===== src/design/pcd_pkg.sv =====
// ----------------------------------------------------------------------------
// pcd_pkg
// Shared widths and thresholds for the pixel change detector.
// ----------------------------------------------------------------------------
package pcd_pkg;

   localparam int unsigned FRAC_BITS   = 15;
   localparam int unsigned CHAN_W      = 16;
   localparam int unsigned NUM_COLORS  = 3;
   localparam int unsigned PROD_W      = 2 * CHAN_W;
   localparam int unsigned SUM_W       = PROD_W + 2;
   localparam int unsigned SCALE_SHIFT = 4;
   localparam int unsigned CMP_W       = SUM_W + SCALE_SHIFT;
   localparam int unsigned INC_W       = CHAN_W + 1;

   typedef logic [CHAN_W-1:0]       chan_type;
   typedef logic [PROD_W-1:0]       prod_type;
   typedef logic signed [INC_W-1:0] inc_type;
   typedef logic signed [INC_W:0]   inc2_type;

   // alpha increase limits: one quarter, and one sixty-fourth
   localparam inc_type JUMP_LIM = inc_type'(1) << (FRAC_BITS - 2);
   localparam inc_type REL_LIM  = inc_type'(1) << (FRAC_BITS - 6);

endpackage


===== src/design/pcd_req_if.sv =====
// ----------------------------------------------------------------------------
// pcd_req_if
// Pixel pair channel: old and new premultiplied RGBA.
// ----------------------------------------------------------------------------
interface pcd_req_if;
   import pcd_pkg::*;

   logic     valid;
   logic     ready;
   chan_type old_red;
   chan_type old_green;
   chan_type old_blue;
   chan_type old_alpha;
   chan_type new_red;
   chan_type new_green;
   chan_type new_blue;
   chan_type new_alpha;

   modport source (
      output valid, old_red, old_green, old_blue, old_alpha,
             new_red, new_green, new_blue, new_alpha,
      input  ready
   );

   modport sink (
      input  valid, old_red, old_green, old_blue, old_alpha,
             new_red, new_green, new_blue, new_alpha,
      output ready
   );

endinterface


===== src/design/pcd_rsp_if.sv =====
// ----------------------------------------------------------------------------
// pcd_rsp_if
// Change flag channel.
// ----------------------------------------------------------------------------
interface pcd_rsp_if;

   logic valid;
   logic ready;
   logic changed;

   modport source (
      output valid, changed,
      input  ready
   );

   modport sink (
      input  valid, changed,
      output ready
   );

endinterface


===== src/design/pixel_change_detector.sv =====
// ----------------------------------------------------------------------------
// pixel_change_detector
// Flags a visible change between an old and a new premultiplied RGBA pixel.
//
//   channel   dir  payload
//   req_ch    in   old/new red, green, blue, alpha (16b each, 1.15)
//   rsp_ch    out  changed (1b)
//
// One pixel pair per cycle while the output is not stalled; three register
// stages (input, cross-alpha products, result), and a flag is offered
// from the result register.
// Synchronous reset empties all stages; no other state is kept.
// A stalled output holds the pipe; each stage still fills if empty.
// ----------------------------------------------------------------------------
module pixel_change_detector (
   input logic clock,
   input logic reset,
   pcd_req_if.sink   req_ch,
   pcd_rsp_if.source rsp_ch
);
   import pcd_pkg::*;

   // stage 1: input register
   logic     s1_valid_ff, s1_valid_in;
   chan_type s1_old_col_ff [NUM_COLORS];
   chan_type s1_new_col_ff [NUM_COLORS];
   chan_type s1_old_a_ff;
   chan_type s1_new_a_ff;

   // stage 2: products and alpha tests
   logic     s2_valid_ff, s2_valid_in;
   prod_type s2_prod_new_ff [NUM_COLORS];
   prod_type s2_prod_old_ff [NUM_COLORS];
   chan_type s2_big_a_ff;
   logic     s2_jump_ff, s2_jump_in;

   // stage 3: result register
   logic     s3_valid_ff, s3_valid_in;
   logic     s3_changed_ff, s3_changed_in;

   logic     en1, en2, en3;
   inc_type  inc;
   inc2_type inc2;
   inc2_type old_a_ext;
   prod_type diff [NUM_COLORS];
   logic [SUM_W-1:0] sum;
   logic [CMP_W-1:0] lhs;
   logic [CMP_W-1:0] rhs;

   assign en3 = !s3_valid_ff || rsp_ch.ready;
   assign en2 = !s2_valid_ff || en3;
   assign en1 = !s1_valid_ff || en2;
   assign req_ch.ready = en1;

   assign s1_valid_in = en1 ? req_ch.valid : s1_valid_ff;
   assign s2_valid_in = en2 ? s1_valid_ff  : s2_valid_ff;
   assign s3_valid_in = en3 ? s2_valid_ff  : s3_valid_ff;

   // alpha increase tests
   always_comb begin
      inc       = inc_type'({1'b0, s1_new_a_ff}) - inc_type'({1'b0, s1_old_a_ff});
      inc2      = {inc, 1'b0};
      old_a_ext = inc2_type'({2'b00, s1_old_a_ff});
      s2_jump_in = (inc > JUMP_LIM) || ((inc > REL_LIM) && (inc2 > old_a_ext));
   end

   // color distance on the common alpha scale
   always_comb begin
      sum = '0;
      for (int c = 0; c < NUM_COLORS; c++) begin
         diff[c] = (s2_prod_new_ff[c] > s2_prod_old_ff[c]) ?
                   (s2_prod_new_ff[c] - s2_prod_old_ff[c]) :
                   (s2_prod_old_ff[c] - s2_prod_new_ff[c]);
         sum = sum + SUM_W'(diff[c]);
      end
      lhs = {sum, {SCALE_SHIFT{1'b0}}};
      rhs = CMP_W'(s2_big_a_ff) << FRAC_BITS;
      s3_changed_in = (lhs > rhs) || s2_jump_ff;
   end

   always_ff @(posedge clock) begin
      if (reset) begin
         s1_valid_ff <= 1'b0;
         s2_valid_ff <= 1'b0;
         s3_valid_ff <= 1'b0;
      end else begin
         s1_valid_ff <= s1_valid_in;
         s2_valid_ff <= s2_valid_in;
         s3_valid_ff <= s3_valid_in;
      end
   end

   always_ff @(posedge clock) begin
      if (en1) begin
         s1_old_col_ff[0] <= req_ch.old_red;
         s1_old_col_ff[1] <= req_ch.old_green;
         s1_old_col_ff[2] <= req_ch.old_blue;
         s1_new_col_ff[0] <= req_ch.new_red;
         s1_new_col_ff[1] <= req_ch.new_green;
         s1_new_col_ff[2] <= req_ch.new_blue;
         s1_old_a_ff      <= req_ch.old_alpha;
         s1_new_a_ff      <= req_ch.new_alpha;
      end
      if (en2) begin
         for (int c = 0; c < NUM_COLORS; c++) begin
            s2_prod_new_ff[c] <= PROD_W'(s1_new_col_ff[c]) * PROD_W'(s1_old_a_ff);
            s2_prod_old_ff[c] <= PROD_W'(s1_old_col_ff[c]) * PROD_W'(s1_new_a_ff);
         end
         s2_big_a_ff <= (s1_old_a_ff > s1_new_a_ff) ? s1_old_a_ff : s1_new_a_ff;
         s2_jump_ff  <= s2_jump_in;
      end
      if (en3) begin
         s3_changed_ff <= s3_changed_in;
      end
   end

   assign rsp_ch.valid   = s3_valid_ff;
   assign rsp_ch.changed = s3_changed_ff;

`ifndef NO_ASSERTIONS
   a_reset_empties: assert property (@(posedge clock)
      reset |=> (!s1_valid_ff && !s2_valid_ff && !s3_valid_ff))
      else $error("pipeline not empty after reset");

   a_accept_fills: assert property (@(posedge clock) disable iff (reset)
      (req_ch.valid && req_ch.ready) |=> s1_valid_ff)
      else $error("accepted pixel pair lost at stage 1");

   a_jump_flags: assert property (@(posedge clock) disable iff (reset)
      (s2_valid_ff && en3 && s2_jump_ff) |=> (rsp_ch.valid && rsp_ch.changed))
      else $error("alpha jump did not set the change flag");

   a_full_blocks: assert property (@(posedge clock) disable iff (reset)
      (s1_valid_ff && s2_valid_ff && s3_valid_ff && !rsp_ch.ready) |-> !req_ch.ready)
      else $error("input taken while pipeline full and stalled");
`endif

endmodule


===== src/flat_wrapper.sv =====
// flat-port wrapper written by rule: the top's interface ports become plain ports
module pixel_change_detector_flat import pcd_pkg::*;
  (clock, reset, req_ch_valid, req_ch_old_red, req_ch_old_green, req_ch_old_blue, req_ch_old_alpha, req_ch_new_red, req_ch_new_green, req_ch_new_blue, req_ch_new_alpha, req_ch_ready, rsp_ch_valid, rsp_ch_changed, rsp_ch_ready);
  pcd_req_if req_ch_i ();
  pcd_rsp_if rsp_ch_i ();
  input logic clock;
  input logic reset;
  input wire logic [$bits(req_ch_i.valid)-1:0] req_ch_valid;
  input wire logic [$bits(req_ch_i.old_red)-1:0] req_ch_old_red;
  input wire logic [$bits(req_ch_i.old_green)-1:0] req_ch_old_green;
  input wire logic [$bits(req_ch_i.old_blue)-1:0] req_ch_old_blue;
  input wire logic [$bits(req_ch_i.old_alpha)-1:0] req_ch_old_alpha;
  input wire logic [$bits(req_ch_i.new_red)-1:0] req_ch_new_red;
  input wire logic [$bits(req_ch_i.new_green)-1:0] req_ch_new_green;
  input wire logic [$bits(req_ch_i.new_blue)-1:0] req_ch_new_blue;
  input wire logic [$bits(req_ch_i.new_alpha)-1:0] req_ch_new_alpha;
  output wire logic [$bits(req_ch_i.ready)-1:0] req_ch_ready;
  output wire logic [$bits(rsp_ch_i.valid)-1:0] rsp_ch_valid;
  output wire logic [$bits(rsp_ch_i.changed)-1:0] rsp_ch_changed;
  input wire logic [$bits(rsp_ch_i.ready)-1:0] rsp_ch_ready;
  assign req_ch_i.valid = req_ch_valid;
  assign req_ch_i.old_red = req_ch_old_red;
  assign req_ch_i.old_green = req_ch_old_green;
  assign req_ch_i.old_blue = req_ch_old_blue;
  assign req_ch_i.old_alpha = req_ch_old_alpha;
  assign req_ch_i.new_red = req_ch_new_red;
  assign req_ch_i.new_green = req_ch_new_green;
  assign req_ch_i.new_blue = req_ch_new_blue;
  assign req_ch_i.new_alpha = req_ch_new_alpha;
  assign req_ch_ready = req_ch_i.ready;
  assign rsp_ch_valid = rsp_ch_i.valid;
  assign rsp_ch_changed = rsp_ch_i.changed;
  assign rsp_ch_i.ready = rsp_ch_ready;
  pixel_change_detector u_core (.clock(clock), .reset(reset), .req_ch(req_ch_i), .rsp_ch(rsp_ch_i));
endmodule

===== config.mk =====
export PLATFORM = sky130hd
export DESIGN_NAME = pixel_change_detector_flat
export DESIGN_NICKNAME = d
export VERILOG_FILES = /design/src/design/pcd_pkg.sv /design/src/design/pcd_req_if.sv /design/src/design/pcd_rsp_if.sv /design/src/design/pixel_change_detector.sv /design/src/flat_wrapper.sv
export SDC_FILE = /design/constraint.sdc
export NUM_CORES = 2
export LEC_CHECK = 0
export ABC_CLOCK_PERIOD_IN_PS = 13000
export BUFFER_PORTS_ARGS = -buffer_cell sky130_fd_sc_hd__buf_2
export CAP_MARGIN = 20
export CORE_ASPECT_RATIO = 0.5
export CORE_UTILIZATION = 50
export CTS_BUF_LIST = sky130_fd_sc_hd__clkbuf_2 sky130_fd_sc_hd__clkbuf_4 sky130_fd_sc_hd__clkbuf_8
export CTS_CLUSTER_DIAMETER = 120
export DETAILED_ROUTE_END_ITERATION = 6
export GPL_TIMING_DRIVEN = 1
export PLACE_DENSITY = 0.69
export SETUP_SLACK_MARGIN = 0.2
export SYNTH_ARGS = -nofsm -noshare
export SYNTH_HDL_FRONTEND = slang
export SYNTH_SLANG_ARGS = --single-unit

===== constraint.sdc =====
create_clock -name clock -period 13 [get_ports clock]
set_input_delay 0.65 -clock clock [delete_from_list [all_inputs] [get_ports clock]]
set_output_delay 0.65 -clock clock [all_outputs]
set_load 0.01 [all_outputs]

Word level (Yosys, flattened, before mapping). Memories as Yosys holds them, arrays and structs flattened. Index checks and enable logic that the tools add are counted.

Register bits: 53. Memory bits (writable): 288. Input port bits: 132. Output and inout bits: 3. Word-level logic and storage cells: 52. Memories kept: 4.

Memory list: u_core.s2_prod_new_ff (depth 3, bits a word 32, rd ports 3, clocked after memory_dff 0, write ports 3, line pixel_change_detector.sv:32) `prod_type s2_prod_new_ff [NUM_COLORS];`; u_core.s2_prod_old_ff (depth 3, bits a word 32, rd ports 3, clocked after memory_dff 0, write ports 3, line pixel_change_detector.sv:33) `prod_type s2_prod_old_ff [NUM_COLORS];`; u_core.s1_new_col_ff (depth 3, bits a word 16, rd ports 3, clocked after memory_dff 0, write ports 3, line pixel_change_detector.sv:26) `chan_type s1_new_col_ff [NUM_COLORS];`; u_core.s1_old_col_ff (depth 3, bits a word 16, rd ports 3, clocked after memory_dff 0, write ports 3, line pixel_change_detector.sv:25) `chan_type s1_old_col_ff [NUM_COLORS];`.

Add/sub/neg operators: 9. $mul: 6. Magnitude comparators: 8. Muxes and demuxes: 8. Reduce and logical (&&, ||, !) cells: 9.

Operators with widths (count): 16-bit by 16-bit multiplier with 32-bit output (6); 32-bit subtractor (6); 32-bit > comparator (3); 32-bit two-way mux (3); 38-bit by 31-bit > comparator with 1-bit output (1); 34-bit by 32-bit adder with 34-bit output (1); 32-bit by 32-bit adder with 33-bit output (1); 18-bit by 17-bit > comparator with 1-bit output (1); 17-bit by 11-bit > comparator with 1-bit output, second input constant (1); 17-bit by 15-bit > comparator with 1-bit output, second input constant (1); 16-bit by 16-bit subtractor with 17-bit output (1); 16-bit > comparator (1); 16-bit two-way mux (1); 1-bit logical OR (5); 1-bit two-way mux (4); 1-bit logical NOT (3); 1-bit logical AND (1).

Logic depth before layout (Yosys ltp). An unclocked memory read counts as a cell.

Depth after elaboration: 7. Depth in mapped cells: 47. Mapped depth without buffers: 45.

Worst setup path before layout. No wires, ideal clock.

Kind: register to register. From: memory u_core.s2_prod_new_ff[0][32] (netlist bit). To: register u_core.s3_changed_ff, in the netlist u_core.rsp_ch.changed, data pin. Library setup time: 0.266 ns. Data arrival time: 8.310 ns. Required time: 12.734 ns. Setup slack: 4.424 ns. Cell stages (with the launch flop): 45. Buffers on the path: 3. Clock period less this slack: 8.576 ns. Cells stage by stage: edfxtp_1 -> inv_1 -> ha_1 -> inv_1 -> fa_1 -> a21o_1 -> a21oi_1 -> o21ai_0 -> a31o_2 -> a211o_2 -> nand2_4 -> buf_1 -> buf_2 -> buf_2 -> mux2i_1 -> xnor2_1 -> ha_1 -> o21a_1 -> [... 9 more ...] -> a21oi_1 -> o21ai_0 -> a41o_1 -> o21a_1 -> nor2_1 -> o21bai_1 -> a21oi_1 -> xnor2_1 -> ha_1 -> nand4_1 -> nor2_1 -> a211oi_1 -> o21ai_0 -> a211oi_1 -> a31oi_1 -> or4_1 -> nor2_1 -> nand4_1.

RTL lines: from (decl) (line pixel_change_detector.sv:32); to (signal assigned) (line pixel_change_detector.sv:113) `s3_changed_ff <= s3_changed_in;`; to (decl) (line pixel_change_detector.sv:39) `logic s3_changed_ff, s3_changed_in;`.

==> flow_metrics.tcl <==
set metrics [dict create \
    die_area_mm2 0.1518 \
    timing.slew.headroom 0.2663 \
    yosysMostFrequentCell "inv_1" \
    syn_avg_cell_area_um2 8.965 \
    coreArea_mm2 0.1489 \
    clockBufferDepth 3 \
    finalHoldViolCount 0 \
    path_clk_slew_ns 0.07 \
    synth_top_area_share 0.3128 \
    worstPathArrival_ns 10.14 \
    drt_iter0_markers 4038 \
    cts_tree "yes" \
    drv_cap 0 \
    synth.largest_area_cell "fa_1" \
    synth_flop_cell "edfxtp_1" \
    worstSetupStartpointType "register" \
    antenna_found_initial 18 \
    synth-edff-count 338 \
    min_path_type "primary input to register" \
    wl_per_cell_um 19.52 \
    postCtsHoldBufs 53 \
    worstMarginPinSlew_ns 1.093 \
    crit_path_max_incr_delay_ns 0.54 \
    grt_overflow 0 \
    synth_xor_area_frac 0.03675 \
    die_w_um 550.0 \
    grt_start_max_net_pins 82 \
    dpl.hpwl_mm 158.0 \
    drtPass1Iterations 7 \
    synth_top_family_by_area "adder cells" \
    drv_slew 0 \
    synthMuxAreaShare 0.007966 \
    ctsResizeCount 0 \
    setup_viol 0 \
    worstPathMaxFanout 17 \
    fin_util 0.5311 \
    io_buffers 134 \
    dp_cells 10190 \
    finalWirelength_mm 202.4 \
    postCtsSetupBuffers 0 \
    vias 57400 \
    fmax_ghz 0.1039 \
    synth_compound_area_frac 0.1019 \
    ioPinCount 135 \
    die_h_um 276.0 \
    grt_pass1_wl_mm 324.6 \
    cp-end-kind "register" \
    htreeDepth 2 \
    synth_cell_types 86 \
    crit_top_cell "nor2_1" \
    layout.cells.non_filler 10370 \
    clkSinkCount 341 \
    setup_tns_ns 0 \
    synth_seq_cells 341 \
    async_flop_share 0 \
    drtAntennaViolNets 0 \
    synth_seq_area_share 0.1360 \
    synthAdderAreaFrac 0.4666 \
    drc 0 \
    cts_made_buffers 60 \
    finalNetCount 10550 \
    critPathKind "register to register" \
    cp.required_ns 13.52 \
    std_cell_rows 100 \
    synth_simple_gate_area_frac 0.1489 \
    ys_top_cells_by_count "inv_1, fa_1, nand2_1" \
    synth_top_cells_by_area "fa_1, ha_1, edfxtp_1" \
    first_global_vias 59290 \
    synth_fp_nets 10600 \
    rsz0062_at_grt "false" \
    via_per_inst 5.538 \
    syn_to_final_growth_pct 5.331 \
    track_usage 0.2725 \
    synth_cells 8375 \
    finalCritPeriodShare 0.7403 \
    outcome "completed" \
    ys_warn_count 0 \
    drive_above_1_share 0.04126 \
    slowest_stage "ha_1" \
    gp_congestion 1.001 \
    start_util 0.5043 \
    clkLatencyLatePin_ns 0.79 \
    timing.final.crit_period_ns 9.624 \
    synth_area_mm2 0.07508 \
    fin_skew_ns 0.04773 \
    cts_root_buf "clkbuf_8" \
]
state kept, by name (all words and copies together), names as in the netlist:
name	count
u_core.s2_prod_new_ff	96
u_core.s2_prod_old_ff	96
u_core.s1_new_col_ff	48
u_core.s1_old_col_ff	48
u_core.s1_new_a_ff	16
u_core.s1_old_a_ff	16
u_core.s2_big_a_ff	16
u_core.rsp_ch.changed	1
u_core.rsp_ch.valid	1
u_core.s1_valid_ff	1
u_core.s2_jump_ff	1
u_core.s2_valid_ff	1
logic make-up (layout without fill, tap and decap cells):
logic type | Yosys count | after routing
flops | 341 | 341
simple gates | 2332 | 2332
buf+inv | 2025 | 2012
other cells | 0 | 15
fa+ha+maj | 2096 | 2096
xor+xnor | 315 | 315
mux | 56 | 56
compound gates | 1210 | 1210
through the flow:
stage                     setup WS [ns]  hold slack, ns  area [um2]
after floorplan                   4.424          0.4317       75080
after global placement            3.637          0.4481       77250
after detailed placement          3.672          0.4591       77250
after CTS                         3.630      0.00009304       79040
after global routing              2.692         0.02298       79050
final                             3.376         0.05365       79080
critical path: cells and delay by family (launching register included):
| family | cells | cell delay [ns] |
|---|---|---|
| adder cells (fa/ha/maj) | 4 | 1.46 |
| AO/OA/AOI/OAI | 21 | 4.31 |
| XOR/XNOR | 2 | 0.42 |
| flip-flops | 1 | 0.40 |
| AND/OR/NAND/NOR | 11 | 2.27 |
| multiplexers | 1 | 0.50 |
worst paths after layout:
path	from	endpoint	slack, ns	depth (start not counted)
worst max-delay path	u_core.s2_prod_new_ff[0][27]	u_core.rsp_ch.changed	3.38	39
worst max register to register	u_core.s2_prod_new_ff[0][27]	u_core.rsp_ch.changed	3.38	39
worst min register to register	u_core.s2_valid_ff	u_core.rsp_ch.valid	0.47	2
worst min-delay path	req_ch_old_green[5]	u_core.s1_old_col_ff[0][21]	0.05	1
layer usage:
layer  vias to the layer above  part of all wire  GRT usage
li1                      26290                 -          -
met2                      1774              0.47     0.4450
met4                        12             0.026    0.07570
met5                         -           0.00041          0
met1                     29030              0.44     0.3754
met3                       303             0.069    0.04333
cells in the final DEF (no fill, tap or decap), types with 11 or more instances in the layout:
cell type / netlist / final
or3_1: 19 / 19
o31ai_1: 20 / 20
o21a_1: 49 / 48
nand4_1: 61 / 61
mux2i_1: 29 / 29
nand3_1: 41 / 41
a31oi_1: 26 / 26
nand2_1: 1143 / 1142
mux2_2: 26 / 26
edfxtp_1: 338 / 338
and3_1: 37 / 37
and2_1: 609 / 609
dlygate4sd3_1: 0 / 53
nor2_1: 211 / 211
o22ai_1: 11 / 11
fa_1: 1173 / 1173
buf_2: 22 / 134
a21oi_1: 415 / 415
diode_2: 0 / 15
nand2b_1: 41 / 41
ha_1: 923 / 923
buf_4: 4 / 51
nor2b_1: 57 / 57
clkbuf_8: 0 / 60
nor3_1: 56 / 56
or2_2: 12 / 12
inv_1: 1669 / 1668
clkbuf_4: 0 / 15
o21ai_0: 217 / 217
o211ai_1: 29 / 29
o21bai_1: 80 / 80
xor2_1: 77 / 77
a211oi_1: 40 / 40
xnor2_1: 238 / 238
a21o_1: 199 / 199
final cells by class:
class,instances,area (um2)
clock inverters,30,324.1
multi-input cells,6009,57230
fillers,13750,69810
repair buffers,238,1584
inverters,1669,6272
well taps,1989,2489
clock buffers,75,938.4
flip-flops and latches,341,10210
diodes,15,37.54
Power is left out: the tool's default activity adds up to more than one toggle a clock period on the data nets, which glitch-free logic cannot reach.
